--- src/rtl/bitwise_marginal_estimator_unit_defines.svh ---
`ifndef BITWISE_MARGINAL_ESTIMATOR_UNIT_DEFINES_SVH
`define BITWISE_MARGINAL_ESTIMATOR_UNIT_DEFINES_SVH

// Same-cycle implication, sampled on the rising clock edge, off during reset.
`define BMEST_ASSERT_IMPLIES(label, ante, cons, msg) \
	label: assert property (@(posedge clk) disable iff (!arst_n) (ante) |-> (cons)) \
		else $error(msg);

// Next-cycle implication, sampled on the rising clock edge, off during reset.
`define BMEST_ASSERT_NEXT(label, ante, cons, msg) \
	label: assert property (@(posedge clk) disable iff (!arst_n) (ante) |=> (cons)) \
		else $error(msg);

`endif

--- src/rtl/bmest_pkg.sv ---
package bmest_pkg;

	localparam int IN_W = 64;
	localparam int CNT_W = 11;
	localparam int DIM_W = 7;
	localparam int POS_W = 6;
	localparam int FRAC_W = 16;
	localparam int PROB_W = FRAC_W + 1;
	localparam int DATA_W = 32;
	localparam int ADDR_W = 3;
	localparam int STEP_W = 5;

	localparam logic [STEP_W-1:0] DIV_LAST_STEP = STEP_W'(FRAC_W + 1);
	localparam logic [PROB_W-1:0] ONE_Q16 = PROB_W'(1) << FRAC_W;

	localparam logic REG_PARENT_COUNT = 1'b0;
	localparam logic REG_DIMENSION = 1'b1;

	// Lower probability bound 65536 / n, indexed by n - 1.
	localparam logic [PROB_W-1:0] LOWER_Q16 [64] = '{
		17'd65536, 17'd32768, 17'd21845, 17'd16384, 17'd13107, 17'd10922, 17'd9362,
		17'd8192, 17'd7281, 17'd6553, 17'd5957, 17'd5461, 17'd5041, 17'd4681,
		17'd4369, 17'd4096, 17'd3855, 17'd3640, 17'd3449, 17'd3276, 17'd3120,
		17'd2978, 17'd2849, 17'd2730, 17'd2621, 17'd2520, 17'd2427, 17'd2340,
		17'd2259, 17'd2184, 17'd2114, 17'd2048, 17'd1985, 17'd1927, 17'd1872,
		17'd1820, 17'd1771, 17'd1724, 17'd1680, 17'd1638, 17'd1598, 17'd1560,
		17'd1524, 17'd1489, 17'd1456, 17'd1424, 17'd1394, 17'd1365, 17'd1337,
		17'd1310, 17'd1285, 17'd1260, 17'd1236, 17'd1213, 17'd1191, 17'd1170,
		17'd1149, 17'd1129, 17'd1110, 17'd1092, 17'd1074, 17'd1057, 17'd1040,
		17'd1024
	};

	typedef struct packed {
		logic add;
		logic init;
		logic step;
		logic finish;
		logic shift;
	} bmest_cmd_t;

endpackage

--- src/rtl/bmest_cell.sv ---
module bmest_cell (
	input  logic                         clk,
	input  logic                         arst_n,
	input  bmest_pkg::bmest_cmd_t        cmd,
	input  logic                         bit_in,
	input  logic [bmest_pkg::CNT_W-1:0]  mu,
	input  logic [bmest_pkg::PROB_W-1:0] next_prob,
	output logic [bmest_pkg::PROB_W-1:0] prob
);
	import bmest_pkg::*;

	logic [CNT_W-1:0]  cnt_q;
	logic [PROB_W-1:0] quo_q;
	logic              big_q;
	logic [CNT_W:0]    rem2;
	logic              fits;

	// The count register doubles as the partial remainder during division.
	assign rem2 = {cnt_q, 1'b0};
	assign fits = rem2 >= {1'b0, mu};
	assign prob = quo_q;

	always_ff @(posedge clk or negedge arst_n) begin
		if (!arst_n) begin
			cnt_q <= '0;
		end else if (cmd.add && bit_in) begin
			cnt_q <= cnt_q + 1'b1;
		end else if (cmd.step) begin
			if (fits) begin
				cnt_q <= CNT_W'(rem2 - {1'b0, mu});
			end else begin
				cnt_q <= rem2[CNT_W-1:0];
			end
		end else if (cmd.finish) begin
			cnt_q <= '0;
		end
	end

	always_ff @(posedge clk) begin
		if (cmd.init) begin
			quo_q <= '0;
			big_q <= cnt_q >= mu;
		end else if (cmd.step) begin
			quo_q <= {quo_q[PROB_W-2:0], fits};
		end else if (cmd.finish) begin
			if (big_q) begin
				quo_q <= ONE_Q16;
			end
		end else if (cmd.shift) begin
			quo_q <= next_prob;
		end
	end

endmodule

--- config.mk ---
export PLATFORM = sky130hd
export DESIGN_NAME = bmest_cell
export DESIGN_NICKNAME = d
export VERILOG_FILES = /design/src/rtl/bitwise_marginal_estimator_unit_defines.svh /design/src/rtl/bmest_pkg.sv /design/src/rtl/bmest_cell.sv
export SDC_FILE = /design/constraint.sdc
export NUM_CORES = 1
export LEC_CHECK = 0
export BUFFER_PORTS_ARGS = -buffer_cell sky130_fd_sc_hd__buf_4
export CAP_MARGIN = 15
export CORE_UTILIZATION = 61
export CTS_BUF_LIST = sky130_fd_sc_hd__clkbuf_2
export CTS_CLUSTER_SIZE = 8
export DETAILED_ROUTE_END_ITERATION = 10
export MAX_ROUTING_LAYER = met4
export PLACE_DENSITY = 0.86
export RECOVER_POWER = 100
export SLEW_MARGIN = 10
export SYNTH_ARGS = -nofsm -noshare
export SYNTH_HDL_FRONTEND = slang
export SYNTH_SLANG_ARGS = --single-unit
--- constraint.sdc ---
create_clock -name clk -period 3.9 [get_ports clk]
set_input_delay 0.39 -clock clk [delete_from_list [all_inputs] [get_ports clk]]
set_output_delay 0.39 -clock clk [all_outputs]
set_load 0.01 [all_outputs]
# After elaboration in Yosys (flattened, before gate mapping)
# Index checks and enable logic that the tools add are counted.
# op_classes
n_bitwise	0
shifts	0
multipliers	0
magnitude_cmp	2
reduce_logical	4
mux	8
div	0
n_addsub	2
eq_ne	1
# op_table
cell	n
$mux W17	4
$mux W11	4
$ge A12 B11 Y1	1
$add A11 B1 Y11 const B	1
$ge A11 B11 Y1	1
$sub A11 B11 Y11	1
$reduce_bool A3 Y1	2
$ne A3 B1 Y1 const B	1
$reduce_and A2 Y1	1
$logic_and A1 B1 Y1	1
# totals
mem_count	0
ram_bits	0
inputBits	36
register_bits	29
romBits	0
out_inout_bits	17
elab_cells	20
latch_bits	0

# Depth between registers and ports, before layout
# Gate-level depths: netlist (run 1).
# depth
depth_word	4
mapped_depth	10
depth_no_buf	9

# Least setup slack after synthesis (run 1)
# OpenSTA, ideal clock, no wires.
# synth_timing
path_kind	flip-flop to flip-flop
start	reg cnt_q[0]
end	reg cnt_q[10]
stages_incl_launch_ff	9
n_path_buf	0
required_ns	3.770
setup_time_ns	0.130
period_less_slack_ns	1.993
arrival_ns	1.863
slack_ns	1.907
path_cell_list	dfrtp_1 > inv_1 > fa_1 > nand2b_1 > a21oi_1 > o211a_1 > nor4_1 > nor4b_1 > o31ai_1
# synth_between
elab_chain_cells	4
elab_cells_between_ends	6
classes_between	add/sub: 2; order compare: 1; mux: 3
# synth_rtl
element	line	rtl
start: declaration	bmest_cell.sv:12	logic [CNT_W-1:0] cnt_q;
start signal: assignment	bmest_cell.sv:27	cnt_q <= cnt_q + 1'b1;
start signal: assignment	bmest_cell.sv:30	cnt_q <= CNT_W'(rem2 - {1'b0, mu});
start signal: assignment	bmest_cell.sv:32	cnt_q <= rem2[CNT_W-1:0];
$sub A11 B11 Y11 / $ge A12 B11 Y1 (equally long branches)	bmest_cell.sv:30, bmest_cell.sv:20	
$mux W11	bmest_cell.sv:29	if (fits) begin
$mux W11	bmest_cell.sv:28	end else if (cmd.step) begin
$mux W11 (*)	bmest_cell.sv:26	end else if (cmd.add && bit_in) begin
# Every way passes the cells marked *; elsewhere a longest branch is shown, timed or not.
# A chain may end at the register's enable or synchronous reset.

# Worst setup path in the final report (run 1)
# layout_timing
start	reg big_q
end	reg quo_q[4] (netlist: prob[4])
# layout_between
elab_chain_cells	2
# layout_rtl
element	line	rtl
start: declaration	bmest_cell.sv:14	logic big_q;
start signal: assignment	bmest_cell.sv:42	big_q <= cnt_q >= mu;
$ne A3 B1 Y1 (no line)	--	
$reduce_and A2 Y1 (no line)	--	
end signal: assignment	bmest_cell.sv:44	quo_q <= {quo_q[PROB_W-2:0], fits};
end signal: assignment	bmest_cell.sv:50	quo_q <= next_prob;
end: declaration	bmest_cell.sv:13	logic [PROB_W-1:0] quo_q;
# No other way between the ends.

==> results of run 1 <==
routing by layer:
metal | vias to the layer above | part of all wire [%] | wire length [µm]
met2 | 58 | 48 | 2580
met4 | 0 | 1.7 | 90
met5 | - | 0 | 0
met1 | 1079 | 46 | 2510
met3 | 10 | 4.2 | 230
li1 | 1164 | - | -
worst max-delay path by stage:
stage,from,to,slack (ns),cells past startpoint
3_3_place_gp,mu[0],cnt_q[1]$_DFFE_PN0P_,1.51,8
5_1_grt,big_q$_DFFE_PP_,prob[8]$_SDFFE_PP0P_,1.00,5
4_1_cts,cnt_q[0]$_DFFE_PN0P_,cnt_q[1]$_DFFE_PN0P_,1.47,8
2_1_floorplan,cnt_q[0]$_DFFE_PN0P_,cnt_q[10]$_DFFE_PN0P_,1.91,8
3_5_place_dp,mu[0],cnt_q[1]$_DFFE_PN0P_,1.48,8
6_report,big_q$_DFFE_PP_,prob[4]$_SDFFE_PP0P_,1.26,5
worst max-delay path: stages, from the launching register on:
cell and delay [ns]:
edfxtp_1 0.41, a211oi_1 0.83, clkbuf_1 0.83, nor2_1 0.12
a221oi_1 0.25, nor2_1 0.06
Yosys cell counts, types with 2 or more instances:
master,n
nand2b_1,3
dfxtp_1,17
a221oi_1,16
o21a_1,4
and3_1,6
o21ai_1,7
a21oi_1,14
and2_1,2
ha_1,23
buf_2,4
xnor2_1,5
o211ai_1,3
inv_1,16
clkbuf_1,7
nor3_1,6
a22oi_1,6
dfrtp_1,11
a211oi_1,2
nor2_1,53
a31oi_1,3
nand3_1,4
nor2b_1,5
nand2_1,31
o21ai_0,14
mux2i_1,7
o31a_1,2
o21ai_4,2
area by class of cell:
cell class,instances,share of cell area [%]
Multi-Input combinational cell,238,57.6
Sequential cell,29,24.1
Timing Repair Buffer,54,12.4
Inverter,16,2.24
Tap cell,48,2.24
Clock buffer,5,0.933
Clock inverter,3,0.466
flip-flops by register name, summed over array words and instances (netlist names):
register	cells
prob	17
cnt_q	11
big_q	1
logic make-up (layout without fill, tap and decap cells):
group           after synthesis  count (layout)
buf+inv                      29              78
simple gates                118             118
flops                        29              29
mux                           7               7
fa+ha+maj                    24              24
compound gates               84              84
xor+xnor                      5               5
through the flow:
step	instance area, µm²	hold WS (ns)	power (mW)	instances
global route	2680	0.309	1.54	393
CTS	2770	0.319	1.42	392
global placement	2720	0.233	1.24	383
finish	2680	0.335	1.40	393
detailed placement	2720	0.236	1.27	383
floorplan	2320	0.0944	1.09	296
power by group through the flow:
stage / sequential, mW / clock (mW) / combinational [mW]
after global routing: 0.468 / 0.166 / 0.903
after floorplan: 0.440 / 0 / 0.648
after detailed placement: 0.463 / 0 / 0.807
after CTS: 0.457 / 0.148 / 0.810
after global placement: 0.462 / 0 / 0.782
final: 0.457 / 0.146 / 0.792
==> key figures, run 1 <==
Global route
  – Layer with the highest usage: met2
  – Largest net degree at the start of global routing: 35
  – Overflow after GRT: 0
  – Vias in the first global route: 2025
  – Met1 GRT Util: 39.3%
  – First-pass GRT wire length: 9.23 mm
  – Met2 usage: 45.9%
  – M3 GR Usage: 5.07%
  – Global Route Usage Sum: 29.9%
  – Initial antenna violation count: 0

Worst hold path
  – Hold Crit Start: mu[0]
  – Hold path depth: 3
  – HP Class: primary input to flip-flop
  – Worst-case hold path end point: cnt_q[0]$_DFFE_PN0P_

Layout
  – FILL cells: 322
  – Nets@finish: 404
  – Layout cell share with drive strength beyond 1: 13.6%
  – Util after Layout: 73.3%
  – Most common cell after layout, fill and taps aside: nor2_1
  – P&R area growth vs syn: 15.5%
  – N_diodes: 0
  – Multi-input logic area: 1550 µm²
  – Sequential Area: 646 µm²
  – Most frequent cells in the layout: nor2_1, buf_4, nand2_1

Power and ir drop
  – Switching share of power: 45.1%
  – Leak: 1.24 nW
  – Int Pwr: 0.767 mW
  – Combinational cell fraction of total power: 56.8%
  – Sequential power share: 32.8%
  – PD cells: 520 nW/µm²
  – P_sw: 0.629 mW
  – Max VDD drop: 345 µV
  – Clock share of power: 10.5%

Synthesis
  – Leading area contributor after synthesis: dfxtp_1
  – Synth area leaders: dfxtp_1, ha_1, dfrtp_1
  – Post-synthesis sequential area ratio: 27.8%
  – Avg Cell Area, Syn: 7.85 µm²
  – Net count after synthesis: 356
  – Most used flip-flop cell after synthesis: dfxtp_1
  – Simple-Gate Fraction of Synth Area: 22.8%
  – Synth unique cells: 50
  – Cell Area, Synth: 2320 µm²
  – Adder and majority gate portion of the synthesized area: 13.2%
  – Fraction of registers with async set/reset: 37.9%
  – Yosys warning total: 0
  – Synth top area share: 14.6%
  – Main combinational cell family by area after synthesis: compound AO/OA/AOI/OAI gates
  – Number of synthesized flops with an enable pin: 1
  – Synth Register Bits: 29
  – Mux contribution to synthesized area: 3.02%
  – Syn Inst Count: 296
  – Xor and xnor fraction of the mapped netlist area: 1.88%
  – Compound-Gate Fraction of Synth Area: 26.0%

Placement
  – Port Buffers: 52
  – Post-Place Worst Slack: 1.48 ns
  – Post-DP HPWL: 3.99 mm
  – Final GP Congestion: 0.834

Timing
  – Final setup margin: 1.26 ns
  – Fmax achieved: 379 MHz
  – Clock Skew: 0.0129 ns
  – Final setup viols: 0
  – Final min period: 2.64 ns
  – Setup Total Neg Slack: 0 ns
  – Worst-Margin Slew: 1.01 ns
  – Slew Limit Fails: 0
  – RSZ-0062 raised after global routing: false
  – Fin crit share: 67.6%
  – Final Hold Fails: 0
  – Slew headroom: 32.4%

Die
  – Die height: 63.7 µm
  – Initial Util: 63.5%
  – Io pins: 53
  – Core Region: 3660 µm²
  – Die width: 63.7 µm
  – Row Count: 22
  – DIE AREA: 4060 µm²

Clock tree
  – CTS Hold Bufs: 1
  – CTS tree: yes
  – Root Driver: clkbuf_2
  – Clock slew at reported path FFs: 0.15 ns
  – H-tree levels: 2
  – Longest Clk Path Bufs: 2
  – Clock Latency Late Sink: 0.37 ns
  – Cts bufs inserted: 5
  – Clock sink count: 29
  – Post-CTS sizing: 0
  – Setup bufs post-CTS: 0

Critical path
  – Critical R2R Capture: prob[4]$_SDFFE_PP0P_
  – Crit path required time: 4.14 ns
  – Worst reg2reg path startpoint: big_q$_DFFE_PP_
  – Kind of end point of the critical path: flip-flop
  – R2r setup slk: 1.26 ns
  – Worst R2R Path Depth: 5
  – Worst EP arrival: 2.87 ns
  – CP Launch Type: flip-flop
  – Worst Path Max Fanout: 26
  – Crit Path Class: flip-flop to flip-flop

Drt
  – Via count: 2311
  – Antenna-violating nets left: 0
  – WL/cell: 13.8 µm
  – Vias/cell: 5.88
  – Drt total wl: 5.41 mm
  – DRC violations left: 0
  – 1st-pass router iterations: 5
  – Iteration-0 DRC Markers: 158

Outcome
  – Status: completed

Run
  – Max_cap viols: 0
(Power assumes the default switching activity.)
==> run 2, diff against run 1 <==
- CORE_UTILIZATION: 61 -> 56
- PLACE_DENSITY: 0.86 -> 0.79
- clock period: 3.9 -> 2.5 ns (I/O delays scaled with it)
==> key figures, run 2 (synthesis gave the netlist of run 1 again) <==
Placement
  – Post-DP HPWL: 4.25 mm
  – Final GP Congestion: 0.867
  – Port Buffers: 52

Drt
  – WL/cell: 13.7 µm
  – Via count: 2327
  – DRC violations left: 0
  – Vias/cell: 5.76
  – Antenna-violating nets left: 0
  – Iteration-0 DRC Markers: 129
  – Drt total wl: 5.54 mm
  – 1st-pass router iterations: 4

Layout
  – Nets@finish: 413
  – FILL cells: 378
  – Sequential Area: 646 µm²
  – Util after Layout: 69.3%
  – P&R area growth vs syn: 19.2%
  – Max FFs per register: 17
  – Multi-input logic area: 1550 µm²
  – Layout cell share with drive strength beyond 1: 16.7%
  – N_diodes: 0
  – Most frequent cells in the layout: nor2_1, buf_4, nand2_1
  – Most common cell after layout, fill and taps aside: nor2_1

Clock tree
  – H-tree levels: 2
  – Longest Clk Path Bufs: 2
  – Clock Latency Late Sink: 0.39 ns
  – Clock sink count: 29
  – Cts bufs inserted: 5
  – CTS tree: yes
  – Root Driver: clkbuf_2
  – Clock slew at reported path FFs: 0.15 ns

Timing
  – Final setup viols: 0
  – Clock Skew: 0.0174 ns
  – Fin crit share: 91.0%
  – Setup Total Neg Slack: 0 ns
  – Slew headroom: 47.4%
  – Slew Limit Fails: 0
  – Fmax achieved: 439 MHz
  – Worst-Margin Slew: 0.789 ns
  – Final min period: 2.28 ns
  – Final Hold Fails: 0
  – RSZ-0062 raised after global routing: false
  – WHS: 0.173 ns

Global route
  – Largest net degree at the start of global routing: 29
  – Initial antenna violation count: 0
  – Vias in the first global route: 2051
  – Overflow after GRT: 0
  – Global Route Usage Sum: 26.9%
  – First-pass GRT wire length: 8.89 mm

Power and ir drop
  – Pwr Total: 2.33 mW
  – Leak: 1.30 nW
  – PD cells: 840 nW/µm²
  – Max VDD drop: 538 µV

Die
  – DIE AREA: 4410 µm²
  – Core Region: 4000 µm²
  – Row Count: 23
  – Die height: 66.4 µm
  – Initial Util: 58.1%
  – Die width: 66.4 µm
  – Io pins: 53

Run
  – Max_cap viols: 0

Critical path
  – Worst EP arrival: 2.54 ns
  – Kind of end point of the critical path: flip-flop
  – CP Launch Type: flip-flop
  – Crit Path Class: flip-flop to flip-flop
  – Crit path cell chain: inv_1 > fa_1 > nand2b_1 > a21oi_1 > o211a_1 > nor4_1 > nor4b_1 > o31ai_1
  – Worst Path Max Fanout: 6
  – Largest stage delay on the critical path: 0.47 ns
  – Crit path required time: 2.77 ns
  – Slowest stage cell, crit path: dfrtp_1

Worst hold path
  – HP Class: primary input to flip-flop

Outcome
  – Status: completed
-- run 2: power breakdown --
| part | leakage, nW | switching (mW) | internal, mW |
|---|---|---|---|
| Combinational | 0.976 | 0.750 | 0.667 |
| Clock | 0.0327 | 0.176 | 0.0701 |
| Sequential | 0.289 | 0.0973 | 0.566 |
| Total | 1.30 | 1.02 | 1.30 |
-- run 2: worst paths after layout --
kind / start / end / slack, ns / cells past startpoint
worst max-delay path: cnt_q[0]$_DFFE_PN0P_ / cnt_q[10]$_DFFE_PN0P_ / 0.22 / 8
worst min-delay path: mu[0] / cnt_q[0]$_DFFE_PN0P_ / 0.17 / 3
worst max register to register: cnt_q[0]$_DFFE_PN0P_ / cnt_q[10]$_DFFE_PN0P_ / 0.22 / 8
worst min register to register: prob[16]$_SDFFE_PP0P_ / prob[16]$_SDFFE_PP0P_ / 0.54 / 2
max in group asynchronous: arst_n / cnt_q[0]$_DFFE_PN0P_ / 1.70 / 2
min in group asynchronous: arst_n / cnt_q[8]$_DFFE_PN0P_ / 0.40 / 2
-- run 2: worst max-delay path: cells and delay by family, from the launching register on --
family          cells  cell delay (ns)
buf+inv             1             0.11
compound gates      3             0.64
fa+ha+maj           1             0.42
simple gates        3             0.55
flops               1             0.47
-- run 2: final cells by class --
cell class              count  share of cell area (%)
flip-flops and latches     29                    23.3
well taps                  50                    2.26
repair buffers             63                    15.0
clock inverters             2                   0.361
multi-input cells         238                    55.9
clock buffers               6                    1.08
inverters                  16                    2.17
-- run 2: routing by layer --
metal | wire, µm | vias up | track usage [%]
met4 | 49 | 0 | 8.24
met5 | 0 | - | -
met1 | 2600 | 1096 | 34.2
met2 | 2730 | 39 | 43.8
li1 | - | 1187 | -
met3 | 161 | 5 | 4.48
-- run 2: timing repair --
item,CTS,global route
resized for setup,0,0
endpoints found under the hold margin,11,0
buffers inserted,0,2
endpoints found under the setup margin,0,3
hold buffers,1,0
-- run 2: through the flow --
stage / setup slack [ns] / area (µm²) / instances
after floorplan: 0.507 / 2320 / 296
after global placement: 0.195 / 2780 / 393
after detailed placement: 0.107 / 2780 / 393
after CTS: 0.0773 / 2830 / 402
after global routing: 0.0711 / 2770 / 404
final: 0.224 / 2770 / 404
